==> src/design/bcr_pkg.sv <==
// Shared types, codes and character lookup for the BinHex 4.0 decoder.
package bcr_pkg;

	localparam logic [7:0] RLE_MARKER = 8'h90;
	localparam logic [7:0] CH_COLON   = 8'h3a;

	typedef enum logic [2:0] {
		ST_DATA      = 3'd0,
		ST_FINISHED  = 3'd1,
		ST_BADCHAR   = 3'd2,
		ST_NORUNBYTE = 3'd3,
		ST_DANGLING  = 3'd4
	} status_t;

	typedef enum logic [1:0] {
		EV_BYTE  = 2'd0,
		EV_COLON = 2'd1,
		EV_BAD   = 2'd2
	} ev_kind_t;

	typedef struct packed {
		ev_kind_t   kind;
		logic [7:0] data;
	} event_t;

	typedef struct packed {
		logic [7:0] byte_value;
		logic [7:0] repeat_count;
		status_t    status;
	} result_t;

	typedef enum logic [1:0] {
		FR_SEEK = 2'd0,
		FR_DATA = 2'd1,
		FR_HALT = 2'd2
	} fr_state_t;

	typedef struct packed {
		logic       ok;
		logic [5:0] val;
	} sextet_t;

	function automatic logic is_space(input logic [7:0] c);
		return (c == 8'd13) || (c == 8'd10) || (c == 8'd32) || (c == 8'd9);
	endfunction

	// Alphabet position of a character; ok is low outside the alphabet.
	function automatic sextet_t sextet_of(input logic [7:0] c);
		sextet_t    r;
		logic [7:0] v;
		r.ok = 1'b1;
		v    = 8'd0;
		priority if (c >= 8'h21 && c <= 8'h2d) v = c - 8'h21;
		else if (c >= 8'h30 && c <= 8'h36) v = c - 8'h30 + 8'd13;
		else if (c == 8'h38 || c == 8'h39) v = c - 8'h38 + 8'd20;
		else if (c >= 8'h40 && c <= 8'h4e) v = c - 8'h40 + 8'd22;
		else if (c >= 8'h50 && c <= 8'h56) v = c - 8'h50 + 8'd37;
		else if (c >= 8'h58 && c <= 8'h5b) v = c - 8'h58 + 8'd44;
		else if (c >= 8'h60 && c <= 8'h66) v = c - 8'h60 + 8'd48;
		else if (c >= 8'h68 && c <= 8'h6d) v = c - 8'h68 + 8'd55;
		else if (c >= 8'h70 && c <= 8'h72) v = c - 8'h70 + 8'd61;
		else r.ok = 1'b0;
		r.val = v[5:0];
		return r;
	endfunction

endpackage

==> src/design/binhex4_char_rle_decoder.sv <==
// BinHex 4.0 character decoder with 0x90 run-length expansion.
// Takes one character per cycle while the event queue is not full; a result reaches
// the output ports through the event queue and the result queue, which register it (front and back are combinational).
// Two-entry queues sit between front and back and on the result side.
// Reset (arst_n low) empties both queues and returns to seeking the colon.
module binhex4_char_rle_decoder import bcr_pkg::*; (
	input  logic       clk,
	input  logic       arst_n,
	input  logic       push,
	output logic       full,
	input  logic [7:0] char_code,
	output logic       empty,
	input  logic       pop,
	output logic [7:0] byte_value,
	output logic [7:0] repeat_count,
	output logic [2:0] status
);
	logic    take;
	logic    fr_valid;
	event_t  fr_ev;
	logic    mid_empty;
	event_t  mid_ev;
	logic    mid_pop;
	logic    res_full;
	logic    res_valid;
	result_t res;
	result_t out_res;

	assign take = push && !full;

	bcr_front u_front (
		.clk       (clk),
		.arst_n    (arst_n),
		.take      (take),
		.char_code (char_code),
		.ev_valid  (fr_valid),
		.ev        (fr_ev)
	);

	bcr_fifo #(.WIDTH($bits(event_t))) u_mid_q (
		.clk     (clk),
		.arst_n  (arst_n),
		.wr_en   (fr_valid),
		.wr_data (fr_ev),
		.full    (full),
		.rd_en   (mid_pop),
		.rd_data (mid_ev),
		.empty   (mid_empty)
	);

	bcr_back u_back (
		.clk       (clk),
		.arst_n    (arst_n),
		.ev_valid  (!mid_empty),
		.ev        (mid_ev),
		.ev_pop    (mid_pop),
		.res_full  (res_full),
		.res_valid (res_valid),
		.res       (res)
	);

	bcr_fifo #(.WIDTH($bits(result_t))) u_out_q (
		.clk     (clk),
		.arst_n  (arst_n),
		.wr_en   (res_valid),
		.wr_data (res),
		.full    (res_full),
		.rd_en   (pop),
		.rd_data (out_res),
		.empty   (empty)
	);

	assign byte_value   = out_res.byte_value;
	assign repeat_count = out_res.repeat_count;
	assign status       = out_res.status;
endmodule

==> src/design/bcr_fifo.sv <==
// Two-entry request queue with registered storage.
module bcr_fifo #(
	parameter int WIDTH = 8
) (
	input  logic             clk,
	input  logic             arst_n,
	input  logic             wr_en,
	input  logic [WIDTH-1:0] wr_data,
	output logic             full,
	input  logic             rd_en,
	output logic [WIDTH-1:0] rd_data,
	output logic             empty
);
	logic [WIDTH-1:0] mem_q [2];
	logic             wr_ptr_q;
	logic             rd_ptr_q;
	logic [1:0]       count_q;
	logic             do_wr;
	logic             do_rd;

	assign full    = (count_q == 2'd2);
	assign empty   = (count_q == 2'd0);
	assign do_wr   = wr_en && !full;
	assign do_rd   = rd_en && !empty;
	assign rd_data = mem_q[rd_ptr_q];

	always_ff @(posedge clk) begin
		if (do_wr) begin
			mem_q[wr_ptr_q] <= wr_data;
		end
	end

	always_ff @(posedge clk or negedge arst_n) begin
		if (!arst_n) begin
			wr_ptr_q <= 1'b0;
			rd_ptr_q <= 1'b0;
			count_q  <= 2'd0;
		end else begin
			if (do_wr) wr_ptr_q <= !wr_ptr_q;
			if (do_rd) rd_ptr_q <= !rd_ptr_q;
			unique case ({do_wr, do_rd})
				2'b10:   count_q <= count_q + 2'd1;
				2'b01:   count_q <= count_q - 2'd1;
				default: count_q <= count_q;
			endcase
		end
	end
endmodule

==> src/design/bcr_front.sv <==
// Character classifier and sextet packer feeding the run-length stage.
module bcr_front import bcr_pkg::*; (
	input  logic       clk,
	input  logic       arst_n,
	input  logic       take,
	input  logic [7:0] char_code,
	output logic       ev_valid,
	output event_t     ev
);
	fr_state_t  state_q, state_d;
	logic [1:0] slot_q, slot_d;
	logic [7:0] part_q, part_d;
	sextet_t    sx;

	assign sx = sextet_of(char_code);

	always_ff @(posedge clk or negedge arst_n) begin
		if (!arst_n) begin
			state_q <= FR_SEEK;
			slot_q  <= 2'd0;
			part_q  <= 8'd0;
		end else if (take) begin
			state_q <= state_d;
			slot_q  <= slot_d;
			part_q  <= part_d;
		end
	end

	always_comb begin
		state_d  = state_q;
		slot_d   = slot_q;
		part_d   = part_q;
		ev_valid = 1'b0;
		ev.kind  = EV_BYTE;
		ev.data  = 8'd0;
		unique case (state_q)
			FR_SEEK: begin
				if (char_code == CH_COLON) begin
					state_d = FR_DATA;
				end else if (!is_space(char_code)) begin
					ev_valid = take;
					ev.kind  = EV_BAD;
					state_d  = FR_HALT;
				end
			end
			FR_DATA: begin
				if (char_code == CH_COLON) begin
					ev_valid = take;
					ev.kind  = EV_COLON;
					state_d  = FR_HALT;
				end else if (!is_space(char_code)) begin
					if (!sx.ok) begin
						ev_valid = take;
						ev.kind  = EV_BAD;
						state_d  = FR_HALT;
					end else begin
						unique case (slot_q)
							2'd0: begin
								part_d = {sx.val, 2'b00};
							end
							2'd1: begin
								ev_valid = take;
								ev.data  = part_q | {6'd0, sx.val[5:4]};
								part_d   = {sx.val[3:0], 4'd0};
							end
							2'd2: begin
								ev_valid = take;
								ev.data  = part_q | {4'd0, sx.val[5:2]};
								part_d   = {sx.val[1:0], 6'd0};
							end
							default: begin
								ev_valid = take;
								ev.data  = part_q | {2'd0, sx.val};
								part_d   = 8'd0;
							end
						endcase
						slot_d = slot_q + 2'd1;
					end
				end
			end
			default: begin
				state_d = FR_HALT;
			end
		endcase
	end
endmodule

==> src/design/bcr_back.sv <==
// Run-length expansion and stream termination.
module bcr_back import bcr_pkg::*; (
	input  logic    clk,
	input  logic    arst_n,
	input  logic    ev_valid,
	input  event_t  ev,
	output logic    ev_pop,
	input  logic    res_full,
	output logic    res_valid,
	output result_t res
);
	logic       halted_q;
	logic       marker_q;
	logic       have_prev_q;
	logic [7:0] prev_q;
	logic       step;

	assign step   = ev_valid && !res_full;
	assign ev_pop = step;

	always_comb begin
		res_valid        = 1'b0;
		res.byte_value   = 8'd0;
		res.repeat_count = 8'd0;
		res.status       = ST_DATA;
		if (step && !halted_q) begin
			unique case (ev.kind)
				EV_BAD: begin
					res_valid  = 1'b1;
					res.status = ST_BADCHAR;
				end
				EV_COLON: begin
					res_valid  = 1'b1;
					res.status = marker_q ? ST_DANGLING : ST_FINISHED;
				end
				EV_BYTE: begin
					if (marker_q) begin
						if (ev.data == 8'd0) begin
							res_valid        = 1'b1;
							res.byte_value   = RLE_MARKER;
							res.repeat_count = 8'd1;
						end else if (!have_prev_q) begin
							res_valid  = 1'b1;
							res.status = ST_NORUNBYTE;
						end else if (ev.data != 8'd1) begin
							res_valid        = 1'b1;
							res.byte_value   = prev_q;
							res.repeat_count = ev.data - 8'd1;
						end
					end else if (ev.data != RLE_MARKER) begin
						res_valid        = 1'b1;
						res.byte_value   = ev.data;
						res.repeat_count = 8'd1;
					end
				end
				default: begin
					res_valid = 1'b0;
				end
			endcase
		end
	end

	always_ff @(posedge clk or negedge arst_n) begin
		if (!arst_n) begin
			halted_q    <= 1'b0;
			marker_q    <= 1'b0;
			have_prev_q <= 1'b0;
			prev_q      <= 8'd0;
		end else if (step && !halted_q) begin
			unique case (ev.kind)
				EV_BYTE: begin
					if (marker_q) begin
						marker_q <= 1'b0;
						if (ev.data == 8'd0) begin
							prev_q      <= RLE_MARKER;
							have_prev_q <= 1'b1;
						end else if (!have_prev_q) begin
							halted_q <= 1'b1;
						end
					end else if (ev.data == RLE_MARKER) begin
						marker_q <= 1'b1;
					end else begin
						prev_q      <= ev.data;
						have_prev_q <= 1'b1;
					end
				end
				default: begin
					halted_q <= 1'b1;
				end
			endcase
		end
	end
endmodule

==> config.mk <==
export PLATFORM = sky130hd
export DESIGN_NAME = binhex4_char_rle_decoder
export DESIGN_NICKNAME = d
export VERILOG_FILES = /design/src/design/bcr_pkg.sv /design/src/design/binhex4_char_rle_decoder.sv /design/src/design/bcr_fifo.sv /design/src/design/bcr_front.sv /design/src/design/bcr_back.sv
export SDC_FILE = /design/constraint.sdc
export NUM_CORES = 1
export LEC_CHECK = 0
export ABC_AREA = 0
export BUFFER_PORTS_ARGS = -buffer_cell sky130_fd_sc_hd__buf_2
export CORE_MARGIN = 5
export CORE_UTILIZATION = 35
export CTS_CLUSTER_SIZE = 8
export DETAILED_ROUTE_END_ITERATION = 8
export SYNTH_ARGS = -nofsm -noshare
export SYNTH_HDL_FRONTEND = slang
export SYNTH_SLANG_ARGS = --single-unit
==> constraint.sdc <==
create_clock -name clk -period 5.35 [get_ports clk]
set_input_delay 0.2675 -clock clk [delete_from_list [all_inputs] [get_ports clk]]
set_output_delay 0.2675 -clock clk [all_outputs]
set_load 0.005 [all_outputs]
### After elaboration in Yosys (flattened, before gate mapping)

Memories as Yosys holds them, arrays and structs flattened.
Index checks and enable logic that the tools add are counted.

| storage, ports and cells | value |
|---|---|
| register bits | 31 |
| bits in writable memories | 58 |
| output and inout bits | 21 |
| memories | 2 |

| cells by class | value |
|---|---|
| $add $sub $neg | 23 |
| order comparisons | 16 |
| eq/ne operators | 29 |
| multiplexer cells | 79 |
| bitwise operators | 5 |
| reduce and logical (&&, ||, !) cells | 42 |

Memories:

| memory | words | bits a word | read ports | clocked after Yosys merged registers in | wr ports | RTL line | source |
|---|---|---|---|---|---|---|---|
| u_out_q.mem_q | 2 | 19 | 1 | 0 | 1 | bcr_fifo.sv:14 | `logic [WIDTH-1:0] mem_q [2];` |
| u_mid_q.mem_q | 2 | 10 | 1 | 0 | 1 | bcr_fifo.sv:14 |  |

Operator list:

| operator | count |
|---|---|
| $mux 16 | 6 |
| $mux 6 | 9 |
| $ge 8x7->1 const B | 6 |
| $le 8x7->1 const B | 6 |
| $mux 8 | 6 |
| $pmux 8 s3 | 2 |
| $sub 6x6->6 const B | 6 |
| $mux 1 | 34 |
| $eq 8x6->1 const B | 4 |
| $add 6x6->6 const B | 5 |
| $eq 8x4->1 const B | 3 |
| $mux 2 | 10 |
| $mux 19 | 1 |
| $ge 8x6->1 const B | 2 |
| $le 8x6->1 const B | 2 |
| $pmux 2 s2 | 4 |
| $logic_and 1x1->1 | 15 |
| $add 6x5->6 const B | 2 |
| $eq 2x2->1 const B | 6 |
| $reduce_and 4->1 | 3 |
| $sub 6x5->6 const B | 2 |
| $eq 2x1->1 const B | 5 |
| $logic_not 2->1 | 5 |
| $mux 10 | 1 |
| 26 further kinds | 49 |

### Logic depth before layout (Yosys ltp)

Gate-level depths: netlist of run 1.

| logic depth | value |
|---|---|
| word-level depth | 18 |
| mapped depth | 14 |
| gate-level depth less buffers | 13 |

### Hierarchy

A second synthesis of run 1 with hierarchy kept.

| unflattened totals | value |
|---|---|
| cell total of the unflattened synthesis | 558 |
| area total of the unflattened synthesis | 5,851.9 sq um |

Modules (own cells, without submodules):

| module | instances | cells an instance | area an instance (sq um) | sequential area each (sq um) |
|---|---|---|---|---|
| bcr_front | 1 | 314 | 2,347.3 | 250.2 |
| bcr_fifo (u_out_q) | 1 | 77 | 1,561.5 | 1,241.2 |
| bcr_back | 1 | 116 | 1,008.5 | 275.3 |
| bcr_fifo (u_mid_q) | 1 | 49 | 917.1 | 700.7 |
| binhex4_char_rle_decoder | 1 | 2 | 17.5 | 0.0 |

### Worst setup path before layout of run 1

No wires, ideal clock.

| timing | value |
|---|---|
| path kind | reg-to-reg |
| from | register u_mid_q.rd_ptr_q |
| to | memory u_out_q.mem_q[1][0] in the netlist's numbering (enable) |
| arrival | 3,413 ps |
| required time | 4,955 ps |
| slack | 1,543 ps |
| cell stages (with the launch flop) | 10 |
| buffers on the path | 2 |
| clock period less this slack | 3,807 ps |
| cells stage by stage | dfrtp_1 -> clkbuf_1 -> buf_1 -> mux2i_1 -> ha_1 -> nand2_1 -> o31ai_2 -> o311a_1 -> o21ai_2 -> nor2_1 |

| between the ends | value |
|---|---|
| longest elaborated chain between the ends | 11 |
| elaborated cells between the ends (all ways) | 18 |

RTL lines:

| what | RTL line | source |
|---|---|---|
| start: declaration | bcr_fifo.sv:16 | `logic rd_ptr_q;` |
| start signal: assignment | bcr_fifo.sv:40 | `if (do_rd) rd_ptr_q <= !rd_ptr_q;` |
| $mem_v2 2x10 * | - |  |
| $ne 8x1->1 | bcr_back.sv:45 | `end else if (ev.data != 8'd1) begin` |
| $mux 1 | bcr_back.sv:45 |  |
| $mux 1 | bcr_back.sv:42 | `end else if (!have_prev_q) begin` |
| $mux 1 | bcr_back.sv:38 | `if (ev.data == 8'd0) begin` |
| $mux 1 | bcr_back.sv:37 | `if (marker_q) begin` |
| $pmux 1 s2 * | bcr_back.sv:27 | `unique case (ev.kind)` |
| $mux 1 * | bcr_back.sv:26 | `if (step && !halted_q) begin` |
| $logic_and 1x1->1 * | bcr_fifo.sv:23 | `assign do_wr = wr_en && !full;` |
| $mux 1 * | bcr_fifo.sv:28 | `if (do_wr) begin` |
| $mux 1 (not written as such) * | bcr_fifo.sv:29 | `mem_q[wr_ptr_q] <= wr_data;` |
| end: declaration | bcr_fifo.sv:14 |  |

Mark *: on every way between the ends. The rest lies on a longest branch, timed or not.

==> results of run 1 <==
[cell usage in the layout, fill, tap and decap left out, drive strengths merged, types with 3 or more instances in the layout]
cell / instances
edfxtp: 58
nand2: 51
nor2: 47
a21oi: 39
buf: 35
inv: 34
ha: 29
dfrtp: 29
mux2: 24
xnor2: 23
o21ai: 22
nor3: 17
mux2i: 15
nand3: 15
nor2b: 9
a211oi: 9
clkbuf: 9
o31ai: 8
a22oi: 7
a221oi: 7
nor3b: 6
o2111ai: 6
a21o: 6
nand2b: 5
a31oi: 5
xor2: 5
a21boi: 4
o211ai: 4
nor4: 4
a311oi: 3
and3: 3
a22o: 3
o21a: 3
and2: 3
o22ai: 3
or3: 3
a2111oi: 3
a2bb2oi: 3
nor4b: 3
[final cells by class]
class	instances	share of cell area, %
inverter	30	1.75
timing repair buffer	36	3.00
multi-input combinational	433	48.1
clock buffer	9	3.50
sequential	87	38.4
tap	220	4.28
clock inverter	7	0.993
[per-stage QoR]
step,std cells,cell area (um2)
2_1_floorplan,580,5810
3_3_place_gp,805,6130
3_5_place_dp,805,6130
4_1_cts,822,6430
5_1_grt,822,6430
6_report,822,6430
[registers in the layout, summed over array words and instances, names as in the netlist]
name                count
u_mid_q.count_q         2
u_out_q.count_q         2
u_mid_q.mem_q          20
u_back.have_prev_q      1
u_out_q.mem_q          38
u_mid_q.rd_ptr_q        1
u_back.marker_q         1
u_front.slot_q          2
u_mid_q.wr_ptr_q        1
u_out_q.rd_ptr_q        1
u_front.part_q          6
u_back.prev_q           8
u_front.state_q         2
u_out_q.wr_ptr_q        1
u_back.halted_q         1
[power groups by stage]
stage | registers (mW) | logic [mW] | clock network (mW)
after global placement | 0.875 | 0.617 | 0
after detailed placement | 0.877 | 0.623 | 0
final | 0.862 | 0.626 | 0.590
after floorplan | 0.815 | 0.509 | 0
after CTS | 0.864 | 0.630 | 0.607
after global routing | 0.877 | 0.692 | 0.646
[cells by family (layout without fill, tap and decap cells)]
logic type | Yosys count | in the layout | synth area share, %
compound gates | 156 | 156 | 19.4
fa+ha+maj | 29 | 29 | 6.24
xor+xnor | 28 | 28 | 4.22
buf+inv | 60 | 82 | 4.43
mux | 39 | 39 | 7.29
simple gates | 181 | 181 | 15.9
flops | 87 | 87 | 42.4
[worst max path at each step]
stage | start | endpoint | slack, ns | cells past startpoint
6_report | char_code[3] | u_mid_q.mem_q[1][1] | 1.56 | 11
5_1_grt | char_code[3] | u_mid_q.mem_q[0][1] | 1.37 | 11
4_1_cts | char_code[3] | u_mid_q.mem_q[0][1] | 1.66 | 11
3_5_place_dp | char_code[3] | u_mid_q.mem_q[1][1] | 1.33 | 11
3_3_place_gp | char_code[3] | u_mid_q.mem_q[0][1] | 1.41 | 11
2_1_floorplan | u_mid_q.rd_ptr_q | u_out_q.mem_q[1][0] | 1.54 | 9
[per-layer routing]
| metal | routed length, um | GRT usage (%) |
|---|---|---|
| met4 | 456 | 6.13 |
| met1 | 5790 | 17.1 |
| met5 | 0 | 0 |
| met2 | 6930 | 25.1 |
| met3 | 745 | 2.52 |
[repair_timing]
item / 4_1_cts / 5_1_grt
buffers inserted: 0 / 0
setup endpoints to repair: 0 / 0
hold buffers: 1 / 0
endpoints found under the hold margin: 29 / 0
gates resized for setup: 0 / 0
==> metrics.cfg, run 1 <==
[timing]
fin_skew_ns=0.00658
holdWs_ns=0.206
rsz0062_at_grt=no
setup_violations=0
period_needed_ns=3.79
post-route-period-util_pct=70.8
max_slew_margin_pct=41.5
fin_ws_ns=1.56
tns_ns=0
maxSlewViolCount=0
worst_pin_slew_ns=0.870
hold_viol=0
max_freq_mhz=264

[critical_path]
worst_path_largest_cell_delay_ns=0.64
reg2reg_depth=10
critPathMostFrequentCell=a221oi_1
cp_max_fo=25
crit_buf_inv=2
rrSetupSlack_ns=1.82
cp_cell_sequence=buf_2 -> clkinv_1 -> ha_1 -> and2_1 -> o311ai_1 -> o2111ai_1 -> a221oi_1 -> nor4_1 -> o32ai_2 -> a221oi_1 -> a211oi_1
required_ns=5.49
start_kind=input port
slowest_stage=o311ai_1
cp-end-kind=flip-flop
worstPathArrival_ns=3.92
crit-reg2reg-launch=u_mid_q.rd_ptr_q
critPathTopFamily=compound AO/OA/AOI/OAI gates
r2r-end=u_out_q.count_q[1]
path_class=in2reg

[placement]
gp_congestion=0.885
hpwl_um=10400
post-place-ws_ns=1.33
port_buffers=32

[pwr]
leakagePower_nw=2.45
ir_drop_uv=115
p_int_mw=1.39
pwr-share-clk_pct=28.4
power.total_mw=2.08
power_frac_comb_pct=30.1
power-per-cell-area_nw_per_um2=323
seq_power_share_pct=41.5
swShare_pct=33.0
p_sw_uw=685

[finish]
nFillCells=1642
finish.net_count=638
area_growth_pct=10.5
multi_input_area_um2=3090
n_antenna_cell=0
seq_area_um2=2470
finish.utilization_pct=39.0
drive_gt1_share_pct=15.9

[hold_path]
hold_path_class=in2reg
hold_end=u_front.state_q[1]
holdPathStages=2
hp-start=push

[synth]
ys.flop_type=edfxtp_1
synth_cell_types=82
syn_area_um2=5810
synth_most_common_cell=edfxtp_1
synth_edf_count=58
netlist_instances=580
yosysSeqAreaShare_pct=42.4
synth_seq_cells=87
yosys-top-cells-count=edfxtp_1, nand2_1, nor2_1
async_flop_share_pct=33.3
synth_area_per_cell_um2=10.0
ys.warnings.count=0
synth_top_area_cell=edfxtp_1
synthesis.nets=621
synth.top_cell.area_share_pct=30.0
synth_area_leaders=edfxtp_1, dfrtp_1, ha_1

[clocking]
cts_tree=built
cts_buffers=9
clk_latency_ns=0.34
clockBufferDepth=2
cts_root_buf=clkbuf_16
path_clk_slew_ns=0.06
h-tree-depth=3
clock-sinks=87

[floorplanning]
die_height_um=139
num_rows=47
io_pins=33
start_util_pct=35.3
core_um2=16500
die-area_um2=19300
dieWidth_um=139

[global_routing]
grt_pass1_wl_um=22800
grt_antenna_before_repair=0
grt_max_degree=30
grt_pass1_vias=4559
track_usage_pct=14.3
overflow=0

[route]
wire_per_inst_um=16.9
vias=4614
drt-initial-drc-count=366
route.detailed.drc=0
ant_nets=0
drt-total-wl_um=13900
dr.pass1.iters=5
drt-vias-per-instance=5.61

[run_status]
status=finished clean

[run]
drv_cap=0

(Power assumes the default switching activity.)
==> run 2, diff against run 1 <==
==> constraint.sdc (replaced) <==
create_clock -name clk -period 3.85 [get_ports clk]
set_input_delay 0.1925 -clock clk [delete_from_list [all_inputs] [get_ports clk]]
set_output_delay 0.1925 -clock clk [all_outputs]
set_load 0.005 [all_outputs]
==> metrics.cfg, run 2 (synthesis results as in run 1) <==
[run_status]
status=finished clean

[finish]
largest_register_ffs=38
design_area_um2=6540
final_common_cell=edfxtp_1
finish.utilization_pct=39.7
top_register=u_out_q.mem_q
mostFrequentLayoutCells=edfxtp_1, nand2_1, nor2_1
finish.net_count=652
reg.largest.list=u_out_q.mem_q: 38 flops, u_mid_q.mem_q: 20 flops, u_back.prev_q: 8 flops
drive_gt1_share_pct=17.7
area_growth_pct=12.5
n_antenna_cell=0
fin_cells=836

[critical_path]
startpoint=u_mid_q.rd_ptr_q
rrSetupSlack_ns=0.56
crit_cells=11
critPathMostFrequentCell=ha_1
path_class=reg2reg
r2r-end=u_out_q.count_q[1]
cp_cell_sequence=mux2i_1 -> ha_1 -> nand2_1 -> nor4_2 -> buf_4 -> nand2b_1 -> o311a_1 -> o21ai_2 -> ha_1 -> nor2_1 -> xnor2_1
start_kind=flip-flop
worst_path_largest_cell_delay_ns=0.80
reg2reg_depth=11
setup.worst_path.end=u_out_q.count_q[1]
worstPathArrival_ns=3.55
crit_buf_inv=1
slowest_stage=dfrtp_1
required_ns=4.11
crit-reg2reg-launch=u_mid_q.rd_ptr_q
critPathTopFamily=flip-flops
cp_max_fo=16
cp-end-kind=flip-flop

[run]
drv_cap=0

[timing]
worst_pin_slew_ns=0.855
fin_ws_ns=0.555
fin_skew_ns=0.00653
hold_viol=0
max_freq_mhz=304
holdWs_ns=0.140
rsz0062_at_grt=no
period_needed_ns=3.29
tns_ns=0
maxSlewViolCount=0
post-route-period-util_pct=85.6
setup_violations=0
max_slew_margin_pct=43.0

[placement]
gp_congestion=0.969
post-place-ws_ns=0.363
placed_cell_area_um2=6230
dp_cells=819
hpwl_um=10900
port_buffers=32

[global_routing]
grt_pass1_wl_um=24300
overflow=0
grt_max_degree=30
grt_pass1_vias=4661
grt_antenna_before_repair=0
track_usage_pct=15.3

[floorplanning]
start_util_pct=35.3
num_rows=47
io_pins=33
dieWidth_um=139
die-area_um2=19300
die_height_um=139
core_um2=16500

[pwr]
ir_drop_uv=245
power.total_mw=2.95
leakagePower_nw=2.54
power-per-cell-area_nw_per_um2=451

[clocking]
clk_latency_ns=0.34
cts_tree=built
cts_root_buf=clkbuf_16
cts_setup_buffers=0
h-tree-depth=3
cts_buffers=9
path_clk_slew_ns=0.06
clockBufferDepth=2
ctsResizeCount=0
clock-sinks=87

[route]
dr.pass1.iters=7
drt-initial-drc-count=340
wire_per_inst_um=17.5
ant_nets=0
vias=4668
route.detailed.drc=0
drt-vias-per-instance=5.58
drt-total-wl_um=14600

[hold_path]
hold_path_class=in2reg

## run 2: report_power, final
part / internal, mW / leakage [nW] / switching (mW)
registers: 1.07 / 0.908 / 0.132
clock network: 0.534 / 0.152 / 0.330
logic: 0.427 / 1.48 / 0.458
total: 2.03 / 2.54 / 0.920
## run 2: metal layers
layer | GRT usage, % | vias up | wire [um]
met5 | 0 | - | 0
li1 | - | 2231 | -
met2 | 26.5 | 165 | 7370
met1 | 19.0 | 2239 | 6100
met3 | 2.41 | 33 | 757
met4 | 6.02 | 0 | 397
## run 2: worst min path at each step
stage | start | to | slack (ns) | cells after the start
floorplan | arst_n | u_back.halted_q | -0.10 | 0
global placement | arst_n | u_back.marker_q | 0.27 | 1
detailed placement | arst_n | u_back.marker_q | 0.29 | 1
CTS | push | u_front.state_q[1] | 0.13 | 2
global route | push | u_front.state_q[1] | 0.15 | 2
finish | push | u_front.state_q[1] | 0.14 | 2
## run 2: layout make-up
type                    instances  area [um2]
multi-input cells             433        3090
inverters                      30         113
fillers                      1603        9920
clock buffers                  12         256
clock inverters                 4        45.0
repair buffers                 50         298
flip-flops and latches         87        2470
well taps                     220         275
## run 2: what timing repair did
action                                  4_1_cts  5_1_grt
endpoints found under the setup margin        0        0
hold buffers                                  1        0
endpoints found under the hold margin        29        0
==> run 3, diff against run 2 <==
--- a/config.mk
+++ b/config.mk
@@ -7,6 +7,7 @@
 export LEC_CHECK = 0
 export ABC_AREA = 0
 export BUFFER_PORTS_ARGS = -buffer_cell sky130_fd_sc_hd__buf_2
+export CORE_ASPECT_RATIO = 2
 export CORE_MARGIN = 5
 export CORE_UTILIZATION = 35
 export CTS_CLUSTER_SIZE = 8
==> metrics.cfg, run 3 (synthesis results as in run 1) <==
[placement]
post-place-ws_ns=0.270
port_buffers=32
hpwl_um=13500
dp_cells=822
placed_cell_area_um2=6350
gp_congestion=0.978

[route]
drt-initial-drc-count=372
drt-total-wl_um=16900
wire_per_inst_um=20.1
dr.pass1.iters=6
drt-vias-per-instance=5.77
ant_nets=0
route.detailed.drc=0
vias=4842

[timing]
max_freq_mhz=309
post-route-period-util_pct=84.0
tns_ns=0
max_slew_margin_pct=46.5
fin_ws_ns=0.616
period_needed_ns=3.23
maxSlewViolCount=0
rsz0062_at_grt=no
worst_pin_slew_ns=0.802
fin_skew_ns=0.00919
setup_violations=0
holdWs_ns=0.122
hold_viol=0

[critical_path]
setup.worst_path.end=u_mid_q.mem_q[0][1]
cp-end-kind=flip-flop
r2r-end=u_out_q.count_q[1]
start_kind=input port
slowest_stage=ha_1
reg2reg_depth=10
cp_max_fo=10
cp_cell_sequence=buf_2 -> clkinv_1 -> ha_1 -> and2_1 -> o311ai_1 -> buf_4 -> o2111ai_1 -> a221oi_1 -> nor4_1 -> o32ai_2 -> a221oi_1 -> a211oi_1
crit-reg2reg-launch=u_mid_q.rd_ptr_q
required_ns=3.97
worst_path_largest_cell_delay_ns=0.51
critPathMostFrequentCell=a221oi_1
startpoint=char_code[3]
worstPathArrival_ns=3.35
path_class=in2reg
rrSetupSlack_ns=0.85

[finish]
design_area_um2=6640
area_growth_pct=14.2
mostFrequentLayoutCells=edfxtp_1, nand2_1, nor2_1
n_antenna_cell=0
drive_gt1_share_pct=20.0
fin_cells=839
reg.largest.list=u_out_q.mem_q: 38 flops, u_mid_q.mem_q: 20 flops, u_back.prev_q: 8 flops
finish.net_count=671
largest_register_ffs=38
top_register=u_out_q.mem_q
final_common_cell=edfxtp_1

[pwr]
p_sw_uw=939
seq_power_share_pct=40.3
power-per-cell-area_nw_per_um2=442
p_int_mw=1.99
pwr-share-clk_pct=27.3
swShare_pct=32.0
power_frac_comb_pct=32.3
leakagePower_nw=2.61
ir_drop_uv=246

[global_routing]
grt_pass1_vias=4966
grt_pass1_wl_um=26400
grt_antenna_before_repair=0
grt_max_degree=30
track_usage_pct=17.8
overflow=0

[clocking]
clock-sinks=87
clockBufferDepth=2
ctsResizeCount=0
cts_tree=built
cts_root_buf=clkbuf_16
cts_setup_buffers=0
cts_hold_buf=1
path_clk_slew_ns=0.06
h-tree-depth=3
cts_buffers=9
clk_latency_ns=0.34

[floorplanning]
die-area_um2=19400
core_um2=16400
start_util_pct=35.6
num_rows=66
dieWidth_um=101
die_height_um=192
io_pins=33

[run_status]
status=finished clean

[run]
drv_cap=0

[hold_path]
hp-start=push
hold_path_class=in2reg

==> run 3: cell types whose count changed in the layout (fill, tap and decap cells not counted), sizes merged <==
cell    change
inv         +1
clkinv      -1
buf        +19
bufinv      -1
clkbuf      +1
==> run 3: per-layer routing <==
metal | GRT usage, % | share of wire (%) | vias to the layer above
met2 | 35.0 | 57 | 213
met5 | 0 | 0 | -
met1 | 14.9 | 30 | 2282
met3 | 1.95 | 4.0 | 71
met4 | 15.3 | 9.5 | 0
li1 | - | - | 2276
==> run 3: how the worst min path moves through the flow <==
stage,end,slack [ns],depth (start not counted)
final,u_front.state_q[1],0.12,2
after global routing,u_front.state_q[1],0.12,2
after CTS,u_front.state_q[1],0.11,2
after detailed placement,u_out_q.rd_ptr_q,0.28,1
after global placement,u_out_q.rd_ptr_q,0.28,1
after floorplan,u_back.halted_q,-0.10,0
==> run 3: power by group through the flow <==
stage	clock [mW]	sequential [mW]	combinational [mW]
global placement	0	1.20	0.935
floorplan	0	1.13	0.707
detailed placement	0	1.21	0.951
CTS	0.816	1.19	0.957
finish	0.802	1.18	0.949
global route	0.859	1.20	1.05
==> run 3: through the flow <==
step	power [mW]	utilization, %
6_report	2.93	40.6
2_1_floorplan	1.84	-
3_5_place_dp	2.16	38.9
4_1_cts	2.96	40.6
3_3_place_gp	2.13	38.9
5_1_grt	3.11	40.6
==> run 3: critical path: cells and delay by family <==
family	cells	cell delay, ns
AND/OR/NAND/NOR	2	0.33
adder cells (fa/ha/maj)	1	0.51
AO/OA/AOI/OAI	6	1.65
buffers and inverters	3	0.69
==> run 3: area by class of cell <==
type / count / area [um2]
clock inverters: 3 / 16.3
fillers: 1608 / 9710
clock buffers: 13 / 260
flip-flops and latches: 87 / 2470
well taps: 204 / 255
multi-input cells: 433 / 3090
inverters: 30 / 113
repair buffers: 69 / 440
